`config.mk`:
```
export PLATFORM = sky130hd
export DESIGN_NAME = three_axis_step_slot_scheduler_flat
export DESIGN_NICKNAME = d
export VERILOG_FILES = /design/src/rtl/tass_pkg.sv /design/src/rtl/tass_if.sv /design/src/rtl/tass_axis.sv /design/src/rtl/three_axis_step_slot_scheduler.sv /design/src/flat_wrapper.sv
export VERILOG_INCLUDE_DIRS = /design/src /design/src/rtl
export SDC_FILE = /design/constraint.sdc
export NUM_CORES = 1
export LEC_CHECK = 0
export ABC_CLOCK_PERIOD_IN_PS = 10350
export CORE_ASPECT_RATIO = 0.8
export CORE_MARGIN = 4
export CORE_UTILIZATION = 60
export DETAILED_ROUTE_END_ITERATION = 10
export DONT_BUFFER_PORTS = 1
export PLACE_DENSITY = 0.76
export SLEW_MARGIN = 10
export SYNTH_ARGS = -nofsm -noshare
export SYNTH_HDL_FRONTEND = slang
export SYNTH_SLANG_ARGS = --single-unit
```
`constraint.sdc`:
```
create_clock -name clk -period 10.35 [get_ports clk]
set_input_delay 2.07 -clock clk [delete_from_list [all_inputs] [get_ports clk]]
set_output_delay 2.07 -clock clk [all_outputs]
set_load 0.05 [all_outputs]
```
`src/rtl/three_axis_step_slot_scheduler_defines.svh`:
```
// Assertion macros for the step slot scheduler.
`ifndef THREE_AXIS_STEP_SLOT_SCHEDULER_DEFINES_SVH
`define THREE_AXIS_STEP_SLOT_SCHEDULER_DEFINES_SVH

// Same-cycle implication, disabled during reset.
`define TASS_ASSERT_NOW(lbl, ante, cons) \
  lbl: assert property (@(posedge clk) disable iff (rst) (ante) |-> (cons)) \
    else $error("scheduler assertion failed");

// Next-cycle implication, disabled during reset.
`define TASS_ASSERT_NEXT(lbl, ante, cons) \
  lbl: assert property (@(posedge clk) disable iff (rst) (ante) |=> (cons)) \
    else $error("scheduler assertion failed");

`endif

```
`src/rtl/tass_pkg.sv`:
```
// Package: constants, types and the step gap table of the step slot scheduler.
`default_nettype none
package tass_pkg;

  localparam int SLOTS   = 256;
  localparam int SLOT_W  = 8;
  localparam int COUNT_W = 9;
  localparam int SPEED_W = 10;
  localparam int POS_W   = 32;
  localparam int CFG_IDX_W = 2;

  localparam logic [CFG_IDX_W-1:0] REG_SPEED_X = 2'd0;
  localparam logic [CFG_IDX_W-1:0] REG_SPEED_Y = 2'd1;
  localparam logic [CFG_IDX_W-1:0] REG_SPEED_Z = 2'd2;

  typedef logic [COUNT_W-1:0] gap_tab_t [SLOTS];

  // count how many times n fits into SLOTS by repeated subtraction
  function automatic gap_tab_t gap_table();
    gap_tab_t t;
    int       rem;
    int       q;
    for (int i = 0; i < SLOTS; i++) begin
      rem = SLOTS;
      q   = 0;
      while (rem > i) begin
        rem = rem - (i + 1);
        q   = q + 1;
      end
      t[i] = COUNT_W'(q);
    end
    return t;
  endfunction

  // Spacing between steps for n steps per pass, indexed by n-1.
  localparam gap_tab_t STEP_GAP = gap_table();

  typedef struct packed {
    logic              tick;
    logic              restart;
    logic [SLOT_W-1:0] slot;
  } axis_ctl_t;

  typedef struct packed {
    logic                    step_x;
    logic                    step_y;
    logic                    step_z;
    logic                    dir_pin_x;
    logic                    dir_pin_y;
    logic                    dir_pin_z;
    logic [SLOT_W-1:0]       slot_index;
    logic                    pass_end;
    logic signed [POS_W-1:0] position_x;
    logic signed [POS_W-1:0] position_y;
    logic signed [POS_W-1:0] position_z;
  } result_t;

endpackage
`default_nettype wire

```
`src/rtl/tass_if.sv`:
```
// Interfaces: slot tick input channel and step result output channel.
`default_nettype none
interface tass_in_if;
  logic valid;
  logic ready;
  logic slot_tick;

  modport source (output valid, output slot_tick, input ready);
  modport sink   (input valid, input slot_tick, output ready);
endinterface

interface tass_out_if;
  logic                                  valid;
  logic                                  ready;
  logic                                  step_x;
  logic                                  step_y;
  logic                                  step_z;
  logic                                  dir_pin_x;
  logic                                  dir_pin_y;
  logic                                  dir_pin_z;
  logic [tass_pkg::SLOT_W-1:0]           slot_index;
  logic                                  pass_end;
  logic signed [tass_pkg::POS_W-1:0]     position_x;
  logic signed [tass_pkg::POS_W-1:0]     position_y;
  logic signed [tass_pkg::POS_W-1:0]     position_z;

  modport source (output valid, output step_x, output step_y, output step_z,
                  output dir_pin_x, output dir_pin_y, output dir_pin_z,
                  output slot_index, output pass_end,
                  output position_x, output position_y, output position_z,
                  input ready);
  modport sink   (input valid, input step_x, input step_y, input step_z,
                  input dir_pin_x, input dir_pin_y, input dir_pin_z,
                  input slot_index, input pass_end,
                  input position_x, input position_y, input position_z,
                  output ready);
endinterface
`default_nettype wire

```
`src/rtl/tass_axis.sv`:
```
// One axis: speed setup, step placement within the pass and position count.
`default_nettype none
module tass_axis (
  input  wire logic                                 clk,
  input  wire logic                                 rst,
  input  wire logic                                 cfg_we,
  input  wire logic [tass_pkg::SPEED_W-1:0]         cfg_data,
  input  wire tass_pkg::axis_ctl_t                  ctl,
  output logic                                      step,
  output logic                                      fwd,
  output logic signed [tass_pkg::POS_W-1:0]         pos_next
);

  logic [tass_pkg::COUNT_W-1:0]      steps;
  logic [tass_pkg::COUNT_W-1:0]      gap;
  logic [tass_pkg::COUNT_W-1:0]      next_slot;
  logic [tass_pkg::COUNT_W-1:0]      issued;
  logic signed [tass_pkg::POS_W-1:0] pos;

  logic [tass_pkg::SPEED_W-1:0]      mag;
  logic [tass_pkg::COUNT_W-1:0]      steps_next;
  logic [tass_pkg::SLOT_W-1:0]       gap_idx;

  always_comb begin
    mag = cfg_data[tass_pkg::SPEED_W-1] ? (~cfg_data + 1'b1) : cfg_data;
    if (mag > tass_pkg::SPEED_W'(tass_pkg::SLOTS)) begin
      steps_next = tass_pkg::COUNT_W'(tass_pkg::SLOTS);
    end else begin
      steps_next = mag[tass_pkg::COUNT_W-1:0];
    end
    gap_idx = tass_pkg::SLOT_W'(steps_next - 1'b1);
  end

  assign step = ctl.tick && (steps != '0) && (issued < steps)
                && ({1'b0, ctl.slot} == next_slot);

  always_comb begin
    if (!step) begin
      pos_next = pos;
    end else if (fwd) begin
      pos_next = pos + 1'b1;
    end else begin
      pos_next = pos - 1'b1;
    end
  end

  always_ff @(posedge clk) begin
    if (rst) begin
      steps     <= '0;
      gap       <= '0;
      fwd       <= 1'b0;
      next_slot <= '0;
      issued    <= '0;
      pos       <= '0;
    end else begin
      if (cfg_we) begin
        steps <= steps_next;
        gap   <= tass_pkg::STEP_GAP[gap_idx];
        fwd   <= !cfg_data[tass_pkg::SPEED_W-1] && (cfg_data != '0);
      end
      pos <= pos_next;
      if (ctl.restart) begin
        next_slot <= '0;
        issued    <= '0;
      end else if (step) begin
        next_slot <= next_slot + gap;
        issued    <= issued + 1'b1;
      end
    end
  end

endmodule
`default_nettype wire

```
`src/rtl/three_axis_step_slot_scheduler.sv`:
```
// Top level: three-axis step slot scheduler with output register and skid stage.
//
//  channel   dir  handshake        payload
//  in        in   valid/ready      slot_tick
//  out       out  valid/ready      step_*, dir_pin_*, slot_index, pass_end, position_*
//  cfg       in   cfg_we           cfg_index, cfg_data (speed_x, speed_y, speed_z)
//
// One item per cycle while in.ready is high; each result is registered in the output
// register, or in the skid stage first when the output is stalled.
// Reset clears speeds, positions and the pass; a speed write restarts the pass.
// A stalled result holds in the output register; one more item fits in the skid
// stage, then in.ready drops until the output drains.
`default_nettype none
`include "three_axis_step_slot_scheduler_defines.svh"
module three_axis_step_slot_scheduler (
  input  wire logic                               clk,
  input  wire logic                               rst,
  tass_in_if.sink                                 in,
  tass_out_if.source                              out,
  input  wire logic                               cfg_we,
  input  wire logic [tass_pkg::CFG_IDX_W-1:0]     cfg_index,
  input  wire logic [tass_pkg::SPEED_W-1:0]       cfg_data
);

  logic [tass_pkg::SLOT_W-1:0] slot_counter;
  logic                        out_valid;
  logic                        skid_valid;
  tass_pkg::result_t           out_res;
  tass_pkg::result_t           skid_res;
  tass_pkg::result_t           res;

  logic              accept;
  logic              out_fire;
  logic              tick;
  logic              last;
  logic              cfg_hit;
  logic [2:0]        axis_we;
  logic [2:0]        step;
  logic [2:0]        fwd;
  logic signed [tass_pkg::POS_W-1:0] pos_next [3];
  tass_pkg::axis_ctl_t ctl;

  assign in.ready = !skid_valid;
  assign accept   = in.valid && in.ready;
  assign out_fire = out_valid && out.ready;
  assign tick     = accept && in.slot_tick;
  assign last     = tick && (slot_counter == tass_pkg::SLOT_W'(tass_pkg::SLOTS - 1));

  assign axis_we[0] = cfg_we && (cfg_index == tass_pkg::REG_SPEED_X);
  assign axis_we[1] = cfg_we && (cfg_index == tass_pkg::REG_SPEED_Y);
  assign axis_we[2] = cfg_we && (cfg_index == tass_pkg::REG_SPEED_Z);
  assign cfg_hit    = |axis_we;

  assign ctl.tick    = tick;
  assign ctl.restart = cfg_hit || last;
  assign ctl.slot    = slot_counter;

  for (genvar a = 0; a < 3; a++) begin : g_axis
    tass_axis u_axis (
      .clk      (clk),
      .rst      (rst),
      .cfg_we   (axis_we[a]),
      .cfg_data (cfg_data),
      .ctl      (ctl),
      .step     (step[a]),
      .fwd      (fwd[a]),
      .pos_next (pos_next[a])
    );
  end

  always_comb begin
    res.step_x     = step[0];
    res.step_y     = step[1];
    res.step_z     = step[2];
    res.dir_pin_x  = fwd[0];
    res.dir_pin_y  = !fwd[1];
    res.dir_pin_z  = !fwd[2];
    res.slot_index = slot_counter;
    res.pass_end   = last;
    res.position_x = pos_next[0];
    res.position_y = pos_next[1];
    res.position_z = pos_next[2];
  end

  // advance the slot counter, restart on pass end or speed write
  always_ff @(posedge clk) begin
    if (rst) begin
      slot_counter <= '0;
    end else if (cfg_hit || last) begin
      slot_counter <= '0;
    end else if (tick) begin
      slot_counter <= slot_counter + 1'b1;
    end
  end

  // output register and skid stage control
  always_ff @(posedge clk) begin
    if (rst) begin
      out_valid  <= 1'b0;
      skid_valid <= 1'b0;
    end else if (skid_valid) begin
      if (out_fire) begin
        skid_valid <= 1'b0;
      end
    end else if (accept) begin
      if (out_valid && !out.ready) begin
        skid_valid <= 1'b1;
      end else begin
        out_valid <= 1'b1;
      end
    end else if (out_fire) begin
      out_valid <= 1'b0;
    end
  end

  always_ff @(posedge clk) begin
    if (skid_valid) begin
      if (out_fire) begin
        out_res <= skid_res;
      end
    end else if (accept) begin
      if (out_valid && !out.ready) begin
        skid_res <= res;
      end else begin
        out_res <= res;
      end
    end
  end

  assign out.valid      = out_valid;
  assign out.step_x     = out_res.step_x;
  assign out.step_y     = out_res.step_y;
  assign out.step_z     = out_res.step_z;
  assign out.dir_pin_x  = out_res.dir_pin_x;
  assign out.dir_pin_y  = out_res.dir_pin_y;
  assign out.dir_pin_z  = out_res.dir_pin_z;
  assign out.slot_index = out_res.slot_index;
  assign out.pass_end   = out_res.pass_end;
  assign out.position_x = out_res.position_x;
  assign out.position_y = out_res.position_y;
  assign out.position_z = out_res.position_z;

  `TASS_ASSERT_NOW(a_skid_behind_out, skid_valid, out_valid)
  `TASS_ASSERT_NEXT(a_stall_fills_skid, accept && out_valid && !out.ready, skid_valid)
  `TASS_ASSERT_NOW(a_pass_end_slot, out_valid && out_res.pass_end,
                   out_res.slot_index == tass_pkg::SLOT_W'(tass_pkg::SLOTS - 1))
  `TASS_ASSERT_NEXT(a_report_holds_slot, accept && !in.slot_tick && !cfg_hit,
                    $stable(slot_counter))

endmodule
`default_nettype wire
```
`src/flat_wrapper.sv`:
```
// flat-port wrapper written by rule: the top's interface ports become plain ports
module three_axis_step_slot_scheduler_flat 
  (clk, rst, cfg_we, cfg_index, cfg_data, in_valid, in_slot_tick, in_ready, out_valid, out_step_x, out_step_y, out_step_z, out_dir_pin_x, out_dir_pin_y, out_dir_pin_z, out_slot_index, out_pass_end, out_position_x, out_position_y, out_position_z, out_ready);
  tass_in_if in_i ();
  tass_out_if out_i ();
  input  wire logic clk;
  input  wire logic rst;
  input  wire logic cfg_we;
  input  wire logic [tass_pkg::CFG_IDX_W-1:0] cfg_index;
  input  wire logic [tass_pkg::SPEED_W-1:0] cfg_data;
  input wire logic [$bits(in_i.valid)-1:0] in_valid;
  input wire logic [$bits(in_i.slot_tick)-1:0] in_slot_tick;
  output wire logic [$bits(in_i.ready)-1:0] in_ready;
  output wire logic [$bits(out_i.valid)-1:0] out_valid;
  output wire logic [$bits(out_i.step_x)-1:0] out_step_x;
  output wire logic [$bits(out_i.step_y)-1:0] out_step_y;
  output wire logic [$bits(out_i.step_z)-1:0] out_step_z;
  output wire logic [$bits(out_i.dir_pin_x)-1:0] out_dir_pin_x;
  output wire logic [$bits(out_i.dir_pin_y)-1:0] out_dir_pin_y;
  output wire logic [$bits(out_i.dir_pin_z)-1:0] out_dir_pin_z;
  output wire logic [$bits(out_i.slot_index)-1:0] out_slot_index;
  output wire logic [$bits(out_i.pass_end)-1:0] out_pass_end;
  output wire logic [$bits(out_i.position_x)-1:0] out_position_x;
  output wire logic [$bits(out_i.position_y)-1:0] out_position_y;
  output wire logic [$bits(out_i.position_z)-1:0] out_position_z;
  input wire logic [$bits(out_i.ready)-1:0] out_ready;
  assign in_i.valid = in_valid;
  assign in_i.slot_tick = in_slot_tick;
  assign in_ready = in_i.ready;
  assign out_valid = out_i.valid;
  assign out_step_x = out_i.step_x;
  assign out_step_y = out_i.step_y;
  assign out_step_z = out_i.step_z;
  assign out_dir_pin_x = out_i.dir_pin_x;
  assign out_dir_pin_y = out_i.dir_pin_y;
  assign out_dir_pin_z = out_i.dir_pin_z;
  assign out_slot_index = out_i.slot_index;
  assign out_pass_end = out_i.pass_end;
  assign out_position_x = out_i.position_x;
  assign out_position_y = out_i.position_y;
  assign out_position_z = out_i.position_z;
  assign out_i.ready = out_ready;
  three_axis_step_slot_scheduler u_core (.clk(clk), .rst(rst), .in(in_i), .out(out_i), .cfg_we(cfg_we), .cfg_index(cfg_index), .cfg_data(cfg_data));
endmodule
```
# Word-level counts from Yosys, hierarchy flattened
# Memory sizes are Yosys's and may differ from the RTL's.
# Index checks and enable logic that the tools add are counted.
# totals
in_bits	18
mem_bits_ro	2304
memories	1
regBits	439
# memory_table
memory	words	word_bits	read_ports	rd_ports_with_merged_regs	wr	line_no	text
(no name shown)	256	9	1	0	0	tass_axis.sv:58	gap <= tass_pkg::STEP_GAP[gap_idx];
# classes
n_eq_ne	9
muxes	21
add_sub_neg	15
n_lt_le_gt_ge	5
bitwise_logic	3
n_reduce_logical	36
# ops
operator	count
$mux 111	4
$mux 32	6
$add 32x1->32 const B	3
$sub 32x1->32 const B	3
$add 9x1->9 const B	3
$add 9x9->9	3
$eq 8x9->1	3
$lt 9x9->1	3
$mux 9	3
$reduce_bool 9->1	3
$logic_and 1x1->1	18
$add 10x1->10 const B	1
$gt 10x9->1 const B	1
$mux 10	1
$not 10->10	1
$reduce_bool 10->1	1
$ge 9x9->1 const B	1
$not 8->9	1
$reduce_and 3->1	3
$add 8x1->8 const B	1
$eq 8x8->1 const B	1
$sub 8x1->8 const B	1
$mux 1	7
$logic_not 1->1	5
other kinds (10)	12

# Longest topological paths before layout
# Gate-level depths: netlist (run 1).
# logic_depth
ltp_word	10
depth_mapped	22
mapped_depth_nobuf	18

# Cells and area by module
# A second synthesis (run 1) with hierarchy kept.
# hier_totals
cells_unflattened	2668
hier_area_um2	26072.5
# by_module_without_submodules
module	cells_each	area_each_um2	seq_area_each_um2	n_inst
three_axis_step_slot_scheduler	409	8501.9	6866.6	1
tass_axis (u_core.g_axis[0].u_axis)	774	5984.5	1381.3	1
tass_axis (u_core.g_axis[1].u_axis)	756	5823.1	1381.3	1
tass_axis (u_core.g_axis[2].u_axis)	729	5763.0	1381.3	1

# Worst setup path before layout (run 1)
# Ideal clock, no wire load.
# synth_path
path_kind	input to register
start	input in_valid
end	register u_core.out_res, in the netlist u_core.out.dir_pin_x (enable)
cell_stages	2
setup_ps	618
setup_slack_ps	2251
arrival_ps	7481
path_cell_list	nand2_1 > a21oi_1
# synth_via
elab_chain_cells	3
# synth_lines
element	line_no	text
start: declaration	flat_wrapper.sv:11	input wire logic [$bits(in_i.valid)-1:0] in_valid;
$logic_and 1x1->1	three_axis_step_slot_scheduler.sv:44	assign accept = in.valid && in.ready;
$reduce_bool 2->1 (no source line)	n/a	
$reduce_and 3->1 (no source line)	n/a	
end signal: assignment	three_axis_step_slot_scheduler.sv:119	out_res <= skid_res;
end signal: assignment	three_axis_step_slot_scheduler.sv:125	out_res <= res;
end: declaration	three_axis_step_slot_scheduler.sv:28	tass_pkg::result_t out_res;
# Every way passes these cells.
# A chain may end at the register's enable or synchronous reset.

# Worst setup path in the final report (run 1)
# layout_path
start	input cfg_data[1] in the netlist's numbering
end	register u_core.g_axis[2].u_axis.gap[3] in the netlist's numbering
# layout_via
elab_chain_cells	10
# layout_lines
element	line_no	text
start: declaration	flat_wrapper.sv:10	input wire logic [tass_pkg::SPEED_W-1:0] cfg_data;
$not 10->10	tass_axis.sv:25	mag = cfg_data[tass_pkg::SPEED_W-1] ? (~cfg_data + 1'b1) : cfg_data;
$add 10x1->10	tass_axis.sv:25	
$mux 10 (*)	tass_axis.sv:25	
$gt 10x9->1	tass_axis.sv:26	if (mag > tass_pkg::SPEED_W'(tass_pkg::SLOTS)) begin
$mux 9 (*)	tass_axis.sv:26	
$sub 8x1->8 (*)	tass_axis.sv:31	gap_idx = tass_pkg::SLOT_W'(steps_next - 1'b1);
$not 8->9 (not written as such) (*)	tass_axis.sv:58	
$mem_v2 256x9 (*)	n/a	
$mux 9 (*) (2 in series)	n/a	
end: declaration	tass_axis.sv:15	logic [tass_pkg::COUNT_W-1:0] gap;
# Every way passes the cells marked *; elsewhere a longest branch is shown, timed or not. The select of a mux whose other input is x is not followed.

==> flow_summary.yaml, run 1 <==
timing:
  fin_setup_tns_ns: 0
  setup_viol: 0
  fmax_mhz: 157
  hold_viol_final: 0
  maxSlewHeadroom_pct: 26.0
  tightest_slew_ns: 1.11
  hold_slack_ns: 0.459
  setup_slack_ns: 3.98
  period_share_pct: 61.6
  rsz0062_at_grt: "false"
  drv_slew: 0
  post-route-min-period_ns: 6.37
  clock_skew_ns: 0.0186
final_layout:
  area_growth_syn_to_layout_pct: 7.49
  layout_common_cells: "nand2_1 (303), edfxtp_1 (222), dfxtp_1 (216)"
  n_antenna_cell: 0
  fin_area_um2: 25200
  fin_nets: 2521
  drive_above_1_share_pct: 8.36
  fillers: 3036
  final_common_cell: "nand2_1"
  fin_cells: 2876
power:
  power-per-cell-area_nw_per_um2: 167
  leakage_nw: 10.0
  ir_drop_v: 0.000122
worst_setup_path:
  cp_max_fo: 10
  rrSetupSlack_ns: 5.87
  r2r-start: "u_core.g_axis[0].u_axis.fwd$_SDFFE_PP0P_"
  r2r_end: "u_core.out.position_x[24]$_DFFE_PP_"
  path_class: "input port to register"
  max_stage_delay_ns: 0.71
  required_ns: 10.83
  path_cells: "inv_1, ha_1, or3b_2, o31ai_1, xor2_1, o2111ai_2, nand2_1, and2_1, inv_1, ha_1, and4_1, a211oi_1, nand3_1, a311oi_1, nand2_1, a21oi_1"
  crit_path_end_kind: "register"
  slowest_stage: "a211oi_1"
  r2r_cells: 13
  start_kind: "input port"
  arrival_ns: 6.86
  cp-startpoint: "cfg_data[1]"
  cp-endpoint: "u_core.g_axis[2].u_axis.gap[3]$_SDFFE_PP0P_"
global_route:
  groute.usage.overall_pct: 24.9
  grt_pass1_wl_um: 87300
  grt_pass1_vias: 16839
  antenna_found_initial: 0
  grt_max_degree: 160
  grt_overflow: 0
synthesis:
  netlist.top_cell.by_area: "edfxtp_1"
  syn-num-nets: 2562
  synth-simple-area-share_pct: 15.4
  synth-seq-cells: 439
  synth_top_family_by_area: "simple AND/OR/NAND/NOR gates"
  seq_area_frac_synth_pct: 46.9
  ys_types: 82
  async_flop_share_pct: 0
  yosys.area.top_type_share_pct: 28.4
  synth_xor_area_share_pct: 5.89
  synth_area_um2: 23500
  ys.flop_type: "edfxtp_1"
  syn_avg_cell_area_um2: 9.83
  synthAdderAreaFrac_pct: 8.50
  synthCells: 2388
  yosysWarnings: 0
  synth_edf_count: 222
  synthTopCellsByArea: "edfxtp_1 (28%), dfxtp_1 (18%), ha_1 (8.0%)"
  synthMuxAreaShare_pct: 4.81
  synth_compound_area_share_pct: 15.3
place:
  dp_hpwl_um: 36400
  gp_congestion: 0.901
  postPlaceCellArea_um2: 23900
  place_ws_ns: 3.54
  port_buffers: 0
  placed_cells: 2797
clock_network:
  cts_tree: "yes"
  cts_resized: 0
  postCtsSetupRepairBufs: 0
  cts_hold_buffers: 0
  clock_latency_ns: 0.56
  cts_made_buffers: 43
  cts_buffer_depth: 3
  htree_levels: 2
  path_clk_slew_ns: 0.06
  cts-root-buf: "clkbuf_16"
  clock-sinks: 439
floorplan:
  dieArea_um2: 42400
  core.rowCount: 64
  initial_core_util_pct: 61.1
  core_um2: 38400
  die_y_um: 185
  ioPinCount: 131
  fp.dieW_um: 229
job:
  drv_cap: 0
routing:
  drtIter0Drc: 1156
  num_vias: 17359
  drc: 0
  wl_um: 53600
  drt_pass1_iterations: 6
  avgViaCountPerCell: 6.04
  wire_per_inst_um: 18.6
  antenna_left: 0
run_status:
  status: "complete, no violations"
worst_hold_path:
  hold_path_class: "register to register"
power breakdown:
group | internal (mW) | switching [mW] | total, mW | leakage [nW]
Combinational | 0.255 | 0.359 | 0.614 | 5.50
Sequential | 1.91 | 0.180 | 2.09 | 3.86
Clock | 0.859 | 0.661 | 1.52 | 0.667
Total | 3.03 | 1.20 | 4.23 | 10.0
metrics by stage:
stage | power, mW | util (%)
floorplan | 2.61 | -
finish | 4.23 | 65.7
global placement | 2.72 | 62.1
global route | 4.41 | 65.7
detailed placement | 2.74 | 62.1
CTS | 4.25 | 65.7
worst max-delay path, delay by kind of cell:
kind	cells	cell delay, ns
buffers and inverters	2	0.20
AND/OR/NAND/NOR	6	1.60
XOR/XNOR	1	0.46
AO/OA/AOI/OAI	5	1.95
adder cells (fa/ha/maj)	2	0.56
flip-flops by register name, summed over array words and instances (netlist names), 3 cells and up:
| register | flops |
|---|---|
| u_core.g_axis.u_axis.issued | 27 |
| u_core.out.slot_index | 8 |
| u_core.slot_counter | 8 |
| u_core.skid_res | 111 |
| u_core.g_axis.u_axis.next_slot | 27 |
| u_core.g_axis.u_axis.fwd | 3 |
| u_core.g_axis.u_axis.steps | 27 |
| u_core.out.position_z | 32 |
| u_core.g_axis.u_axis.gap | 27 |
| u_core.out.position_x | 32 |
| u_core.out.position_y | 32 |
| u_core.g_axis.u_axis.pos | 96 |
cell families (layout without fill, tap and decap cells):
group           Yosys count  in the layout
simple gates            755            755
xor+xnor                158            158
fa+ha+maj               156            156
flops                   439            439
compound gates          579            579
buf+inv                 199            192
mux                     102            102
cell type report:
class                   count  area (µm²)  area share, %
flip-flops and latches    439       11000           43.6
repair buffers             18         135          0.535
clock buffers              61        1190           4.73
multi-input cells        1750       11800           46.6
clock inverters            18         160          0.634
well taps                 495         619           2.45
inverters                  95         359           1.42
how the worst min path moves through the flow:
stage / slack [ns] / from / cells past startpoint / to
5_1_grt: 0.49 / u_core.g_axis[2].u_axis.steps[7]$_SDFFE_PP0P_ / 2 / u_core.g_axis[2].u_axis.steps[7]$_SDFFE_PP0P_
2_1_floorplan: 0.41 / u_core.slot_counter[4]$_SDFFE_PP0P_ / 0 / u_core.skid_res[101]$_DFFE_PP_
6_report: 0.46 / u_core.g_axis[2].u_axis.steps[7]$_SDFFE_PP0P_ / 2 / u_core.g_axis[2].u_axis.steps[7]$_SDFFE_PP0P_
3_5_place_dp: 0.45 / u_core.g_axis[0].u_axis.steps[7]$_SDFFE_PP0P_ / 2 / u_core.g_axis[0].u_axis.steps[7]$_SDFFE_PP0P_
4_1_cts: 0.46 / u_core.g_axis[0].u_axis.steps[7]$_SDFFE_PP0P_ / 2 / u_core.g_axis[0].u_axis.steps[7]$_SDFFE_PP0P_
3_3_place_gp: 0.44 / u_core.g_axis[0].u_axis.steps[6]$_SDFFE_PP0P_ / 2 / u_core.g_axis[0].u_axis.steps[6]$_SDFFE_PP0P_
cells in the mapped netlist, drive strengths merged (4+ instances only):
cell	count
o31ai	11
clkbuf	91
or4	8
a211oi	25
nor3	32
a21o	58
a41oi	9
nand2b	22
a211o	9
xnor2	93
nand4	31
inv	95
or2	6
and2	12
ha	150
nor4	17
o21ai	143
fa	6
nor2b	84
a2111oi	5
and4	5
a21boi	9
nor3b	8
a21oi	195
o21a	23
dfxtp	217
o41ai	5
o211ai	7
a221oi	4
or3	17
nor2	146
o21bai	15
nand3	34
mux2	86
mux2i	16
nand2	303
edfxtp	222
buf	13
xor2	65
and3	13
a31oi	24
metal layers:
metal / wire, µm / GRT usage [%]
met3: 2650 / 3.40
met1: 25800 / 35.7
met5: 0 / 0
met4: 1030 / 6.40
met2: 24200 / 40.4
(Power assumes the default switching activity.)
==> inputs of run 2 (changes only) <==
ABC_AREA = 1   (was default)
ABC_CLOCK_PERIOD_IN_PS = 6500   (was 10350)
clock period = 6.5 ns   (was 10.35 ns; I/O delays follow)
==> flow_summary.yaml, run 2 <==
run_status:
  status: "complete, no violations"
synthesis:
  synth_area_um2: 24300
  async_flop_share_pct: 0
  seq_area_frac_synth_pct: 45.4
  ys_types: 51
  synth-seq-cells: 439
  synth_commonest_cells: "nand2_1 (576), inv_1 (444), o21ai_0 (320), nor2_1 (278), edfxtp_1 (222)"
  synthTopCellsByArea: "edfxtp_1 (27%), dfxtp_1 (18%), nand2_1 (8.9%)"
  synth_most_common_cell: "nand2_1"
  synth_edf_count: 222
  yosysWarnings: 0
  netlist.top_cell.by_area: "edfxtp_1"
  ys.flop_type: "edfxtp_1"
  syn_avg_cell_area_um2: 8.02
  yosys.area.top_type_share_pct: 27.5
  synthCells: 3023
  syn-num-nets: 3197
global_route:
  use_met3_pct: 5.32
  grt_max_degree: 108
  met2_usage_pct: 42.4
  met1_usage_pct: 39.4
  grt_overflow: 0
  grt_pass1_vias: 19128
  grt_pass1_wl_um: 97800
  antenna_found_initial: 0
  groute.usage.overall_pct: 27.3
  grt.busiest_layer: "met2"
clock_network:
  postCtsSetupRepairBufs: 0
  cts_hold_buffers: 0
  cts_buffer_depth: 3
  path_clk_slew_ns: 0.06
  htree_levels: 2
  cts_made_buffers: 43
  clock-sinks: 439
  cts_resized: 0
  cts-root-buf: "clkbuf_16"
  cts_tree: "yes"
  clock_latency_ns: 0.56
routing:
  avgViaCountPerCell: 5.62
  drc: 0
  num_vias: 20075
  wire_per_inst_um: 16.9
  wl_um: 60500
  antenna_left: 0
  drt_pass1_iterations: 6
  drtIter0Drc: 1695
power:
  leakage_nw: 11.5
  ir_drop_v: 0.000219
  finalPower_mw: 7.82
  p_int_mw: 5.22
  power-per-cell-area_nw_per_um2: 299
  switching_power_mw: 2.60
  switching_share_pct: 33.3
  combPwrFrac_pct: 23.0
  p_clk_share_pct: 32.3
  pwr-share-seq_pct: 44.7
floorplan:
  fp.dieW_um: 233
  die_y_um: 188
  dieArea_um2: 43700
  ioPinCount: 131
  core_um2: 39700
  initial_core_util_pct: 61.1
  core.rowCount: 65
worst_setup_path:
  start_kind: "input port"
  r2r_cells: 17
  arrival_ns: 4.49
  cp_max_fo: 13
  crit_path_end_kind: "register"
  path_class: "input port to register"
  required_ns: 6.95
final_layout:
  largest_reg_flops: 111
  area_growth_syn_to_layout_pct: 7.85
  fillers: 3371
  n_antenna_cell: 0
  drive_above_1_share_pct: 4.71
  final_common_cell: "nand2_1"
  largest-register: "u_core.skid_res"
  fin_nets: 3179
  fin_area_um2: 26200
  layout_common_cells: "nand2_1 (576), inv_1 (443), o21ai_0 (320)"
  reg_top3: "u_core.skid_res (111), u_core.g_axis.u_axis.pos (96)"
  fin_cells: 3572
place:
  placed_cells: 3496
  postPlaceCellArea_um2: 24700
  place_ws_ns: 1.96
  gp_congestion: 0.948
  dp_hpwl_um: 43200
  port_buffers: 0
timing:
  rsz0062_at_grt: "false"
  drv_slew: 0
  setup_slack_ns: 2.46
  period_share_pct: 62.2
  hold_viol_final: 0
  fmax_mhz: 247
  clock_skew_ns: 0.0244
  maxSlewHeadroom_pct: 21.1
  post-route-min-period_ns: 4.04
  tightest_slew_ns: 1.18
  setup_viol: 0
  fin_setup_tns_ns: 0
worst_hold_path:
  hold_path_class: "register to register"
  hold_depth: 2
job:
  drv_cap: 0
==> run 2: changes by cell type after synthesis, moves of 25 or more <==
cell     change
inv_1      +349
mux2_2      -86
xnor2_1     -49
nand3_1     +97
nor2_1     +134
o21ai_0    +179
a21o_1      -48
or2_2       +25
nor2b_1     -84
nand2_1    +273
==> run 2: cell type report <==
type                            count  area [µm²]  share of cell area, %
Sequential cell                   439       11000                   42.1
Clock buffer                       62        1240                   4.73
Clock inverter                     14         183                  0.698
Multi-Input combinational cell   2050       11200                   42.9
Timing Repair Buffer               15         113                  0.430
Inverter                          456        1710                   6.55
Tap cell                          536         671                   2.56
==> run 2: metal layers <==
layer,vias up,wire (µm)
li1,10027,-
met1,9367,28300
met2,604,26400
met3,77,4480
met4,0,1290
met5,-,0
==> run 2: critical path, stage by stage <==
cell and delay, ns:
inv_2 0.07, ha_1 0.23, inv_1 0.07, nand2_1 0.06, nand2_1 0.06, a21boi_0 0.19
nand2_1 0.07, inv_1 0.08, nand3_2 0.10, o21ai_2 0.43, nand2_1 0.34, ha_1 0.36
inv_1 0.09, nand2_1 0.08, nand2_1 0.22, nand2_1 0.15, nand3_1 0.11, nand3_1 0.08
nand2_1 0.06, inv_1 0.04, nand2_1 0.10, nand3_1 0.08, nand2_1 0.08, inv_1 0.04
==> run 2: final timing paths <==
kind | to | start | slack [ns]
worst max-delay path | u_core.g_axis[1].u_axis.gap[0]$_SDFFE_PP0P_ | cfg_data[0] | 2.46
worst min-delay path | u_core.g_axis[2].u_axis.issued[8]$_SDFFE_PP0P_ | u_core.g_axis[2].u_axis.issued[8]$_SDFFE_PP0P_ | 0.48
worst max register to register | u_core.out.position_y[26]$_DFFE_PP_ | u_core.g_axis[1].u_axis.fwd$_SDFFE_PP0P_ | 2.60
worst min register to register | u_core.g_axis[2].u_axis.issued[8]$_SDFFE_PP0P_ | u_core.g_axis[2].u_axis.issued[8]$_SDFFE_PP0P_ | 0.48
==> run 2: cell families (layout without fill, tap and decap cells) <==
family,after synthesis,count (layout),synth area share (%)
and+or+nand+nor,1139,1139,19.9
xor gates and xnor gates,86,86,3.10
DFF,439,439,45.4
adders and majority gates,156,156,8.23
AOI/OAI and AO/OA,669,669,15.0
buffers and inverters,534,547,8.36
==> run 2: power groups by stage <==
stage,Clock (mW),Combinational (mW),Sequential (mW)
final,2.53,1.80,3.50
after detailed placement,0,1.76,3.55
after floorplan,0,1.37,3.52
after global placement,0,1.73,3.55
after global routing,2.70,2.05,3.51
after CTS,2.57,1.77,3.50
==> run 2: through the flow <==
stage | util [%] | hold WS (ns)
2_1_floorplan | - | 0.406
3_3_place_gp | 62.3 | 0.455
3_5_place_dp | 62.3 | 0.465
4_1_cts | 65.9 | 0.476
5_1_grt | 65.9 | 0.514
6_report | 65.9 | 0.483
==> inputs of run 3 (changes only) <==
ABC_CLOCK_PERIOD_IN_PS = 3400   (was 6500)
CORE_UTILIZATION = 58   (was 60)
clock period = 3.4 ns   (was 6.5 ns; I/O delays follow)
==> flow_summary.yaml, run 3 (synthesis gave the netlist of run 2 again) <==
clock_network:
  path_clk_slew_ns: 0.07
  cts_tree: "yes"
  cts_hold_buffers: 0
  clock-sinks: 439
  htree_levels: 2
  cts_buffer_depth: 3
  cts_made_buffers: 43
  clock_latency_ns: 0.58
  cts-root-buf: "clkbuf_16"
final_layout:
  fillers: 3526
  drive_above_1_share_pct: 6.25
  reg_top3: "u_core.skid_res (111), u_core.g_axis.u_axis.pos (96)"
  ff_latch_area_um2: 11000
  n_antenna_cell: 0
  final_common_cell: "nand2_1"
  largest-register: "u_core.skid_res"
  largest_reg_flops: 111
  fin_nets: 3212
  area_growth_syn_to_layout_pct: 9.58
  fin_cells: 3615
  layout_common_cells: "nand2_1 (576), inv_1 (442), o21ai_0 (313)"
  multi_input_area_um2: 11300
power:
  power-per-cell-area_nw_per_um2: 573
  ir_drop_v: 0.000436
  leakage_nw: 11.7
  finalPower_mw: 15.2
global_route:
  grt.busiest_layer: "met2"
  grt_max_degree: 116
  met1_usage_pct: 38.3
  grt_overflow: 0
  use_met3_pct: 3.66
  groute.usage.overall_pct: 26.5
  grt_pass1_vias: 19390
  grt_pass1_wl_um: 98900
  met2_usage_pct: 43.1
  antenna_found_initial: 0
floorplan:
  dieArea_um2: 45200
  initial_core_util_pct: 59.2
  fp.dieW_um: 237
  core_um2: 41000
  ioPinCount: 131
  die_y_um: 191
  core.rowCount: 66
job:
  drv_cap: 0
place:
  placed_cells: 3535
  dp_hpwl_um: 44000
  port_buffers: 0
  place_ws_ns: -0.00607
  gp_congestion: 0.947
timing:
  hold_viol_final: 0
  tightest_slew_ns: 1.15
  post-route-min-period_ns: 3.22
  period_share_pct: 94.7
  rsz0062_at_grt: "false"
  fmax_mhz: 311
  maxSlewHeadroom_pct: 23.5
  drv_slew: 0
  setup_slack_ns: 0.180
  setup_viol: 0
  clock_skew_ns: 0.0256
worst_hold_path:
  hold_path_class: "input port to register"
routing:
  num_vias: 20366
  wl_um: 60700
  drc: 0
  drt_pass1_iterations: 7
  wire_per_inst_um: 16.8
  avgViaCountPerCell: 5.63
  antenna_left: 0
  drtIter0Drc: 1709
worst_setup_path:
  arrival_ns: 3.56
  crit_path_end_kind: "register"
  start_kind: "register"
  path_class: "register to register"
  required_ns: 3.74
  cp_max_fo: 5
run_status:
  status: "complete, no violations"
[run 3: changes by cell type in the layout (fill, tap and decap cells not counted), moves of 7 or more]
| cell | change |
|---|---|
| a21oi_1 | -7 |
| o21ai_0 | -7 |
| buf_4 | +27 |
| o21ai_1 | +7 |
| a21oi_2 | +7 |
[run 3: per-stage QoR]
step	hold slack [ns]	utilization [%]	TNS [ns]	cell area, µm²
CTS	0.157	64.7	0	26500
finish	0.190	64.9	0	26600
global placement	0.437	61.1	-0.00220	25000
detailed placement	0.441	61.1	-0.00607	25000
global route	0.165	64.9	0	26600
floorplan	0.406	-	0	24300
[run 3: area by class of cell]
| class | instances | area share, % |
|---|---|---|
| multi-input combinational | 2050 | 42.5 |
| sequential | 439 | 41.4 |
| inverter | 456 | 6.47 |
| clock buffer | 59 | 4.62 |
| tap | 544 | 2.56 |
| timing repair buffer | 48 | 1.57 |
| clock inverter | 19 | 0.890 |
[run 3: worst paths after layout]
kind | from | slack (ns) | cells after the start | to
hold / removal | rst | 0.19 | 1 | u_core.g_axis[1].u_axis.pos[23]$_SDFF_PP0_
setup / recovery | u_core.g_axis[2].u_axis.fwd$_SDFFE_PP0P_ | 0.18 | 15 | u_core.out.position_z[31]$_DFFE_PP_
setup reg to reg | u_core.g_axis[2].u_axis.fwd$_SDFFE_PP0P_ | 0.18 | 15 | u_core.out.position_z[31]$_DFFE_PP_
hold reg to reg | u_core.g_axis[0].u_axis.fwd$_SDFFE_PP0P_ | 0.46 | 0 | u_core.skid_res[107]$_DFFE_PP_
[run 3: worst max-delay path, cell delays in order (launching register included)]
cell and delay (ns):
dfxtp_1 0.37, inv_1 0.08, buf_4 0.16, ha_1 0.35, a21oi_1 0.16, nand2_1 0.10
a21oi_1 0.24, o21ai_0 0.19, nand3_1 0.11, nand3b_1 0.15, a21oi_1 0.30, nor2_1 0.07
nor2_1 0.12, xor2_1 0.15, nand2_1 0.10, a31oi_1 0.35
[run 3: layer usage]
layer | vias up | wire, µm
li1 | 10101 | -
met1 | 9597 | 28600
met2 | 603 | 27500
met3 | 65 | 3720
met4 | 0 | 887
met5 | - | 0
[run 3: what timing repair did]
| action | in CTS | in global routing |
|---|---|---|
| gates resized for setup | 0 | 24 |
| setup buffers | 0 | 2 |
| endpoints found under the setup margin | 0 | 28 |
[run 3: power by group]
part	switching [mW]	internal (mW)	leakage, nW
Combinational	2.33	1.25	7.09
Sequential	0.692	5.98	3.90
Clock	2.05	2.92	0.711
Total	5.07	10.2	11.7
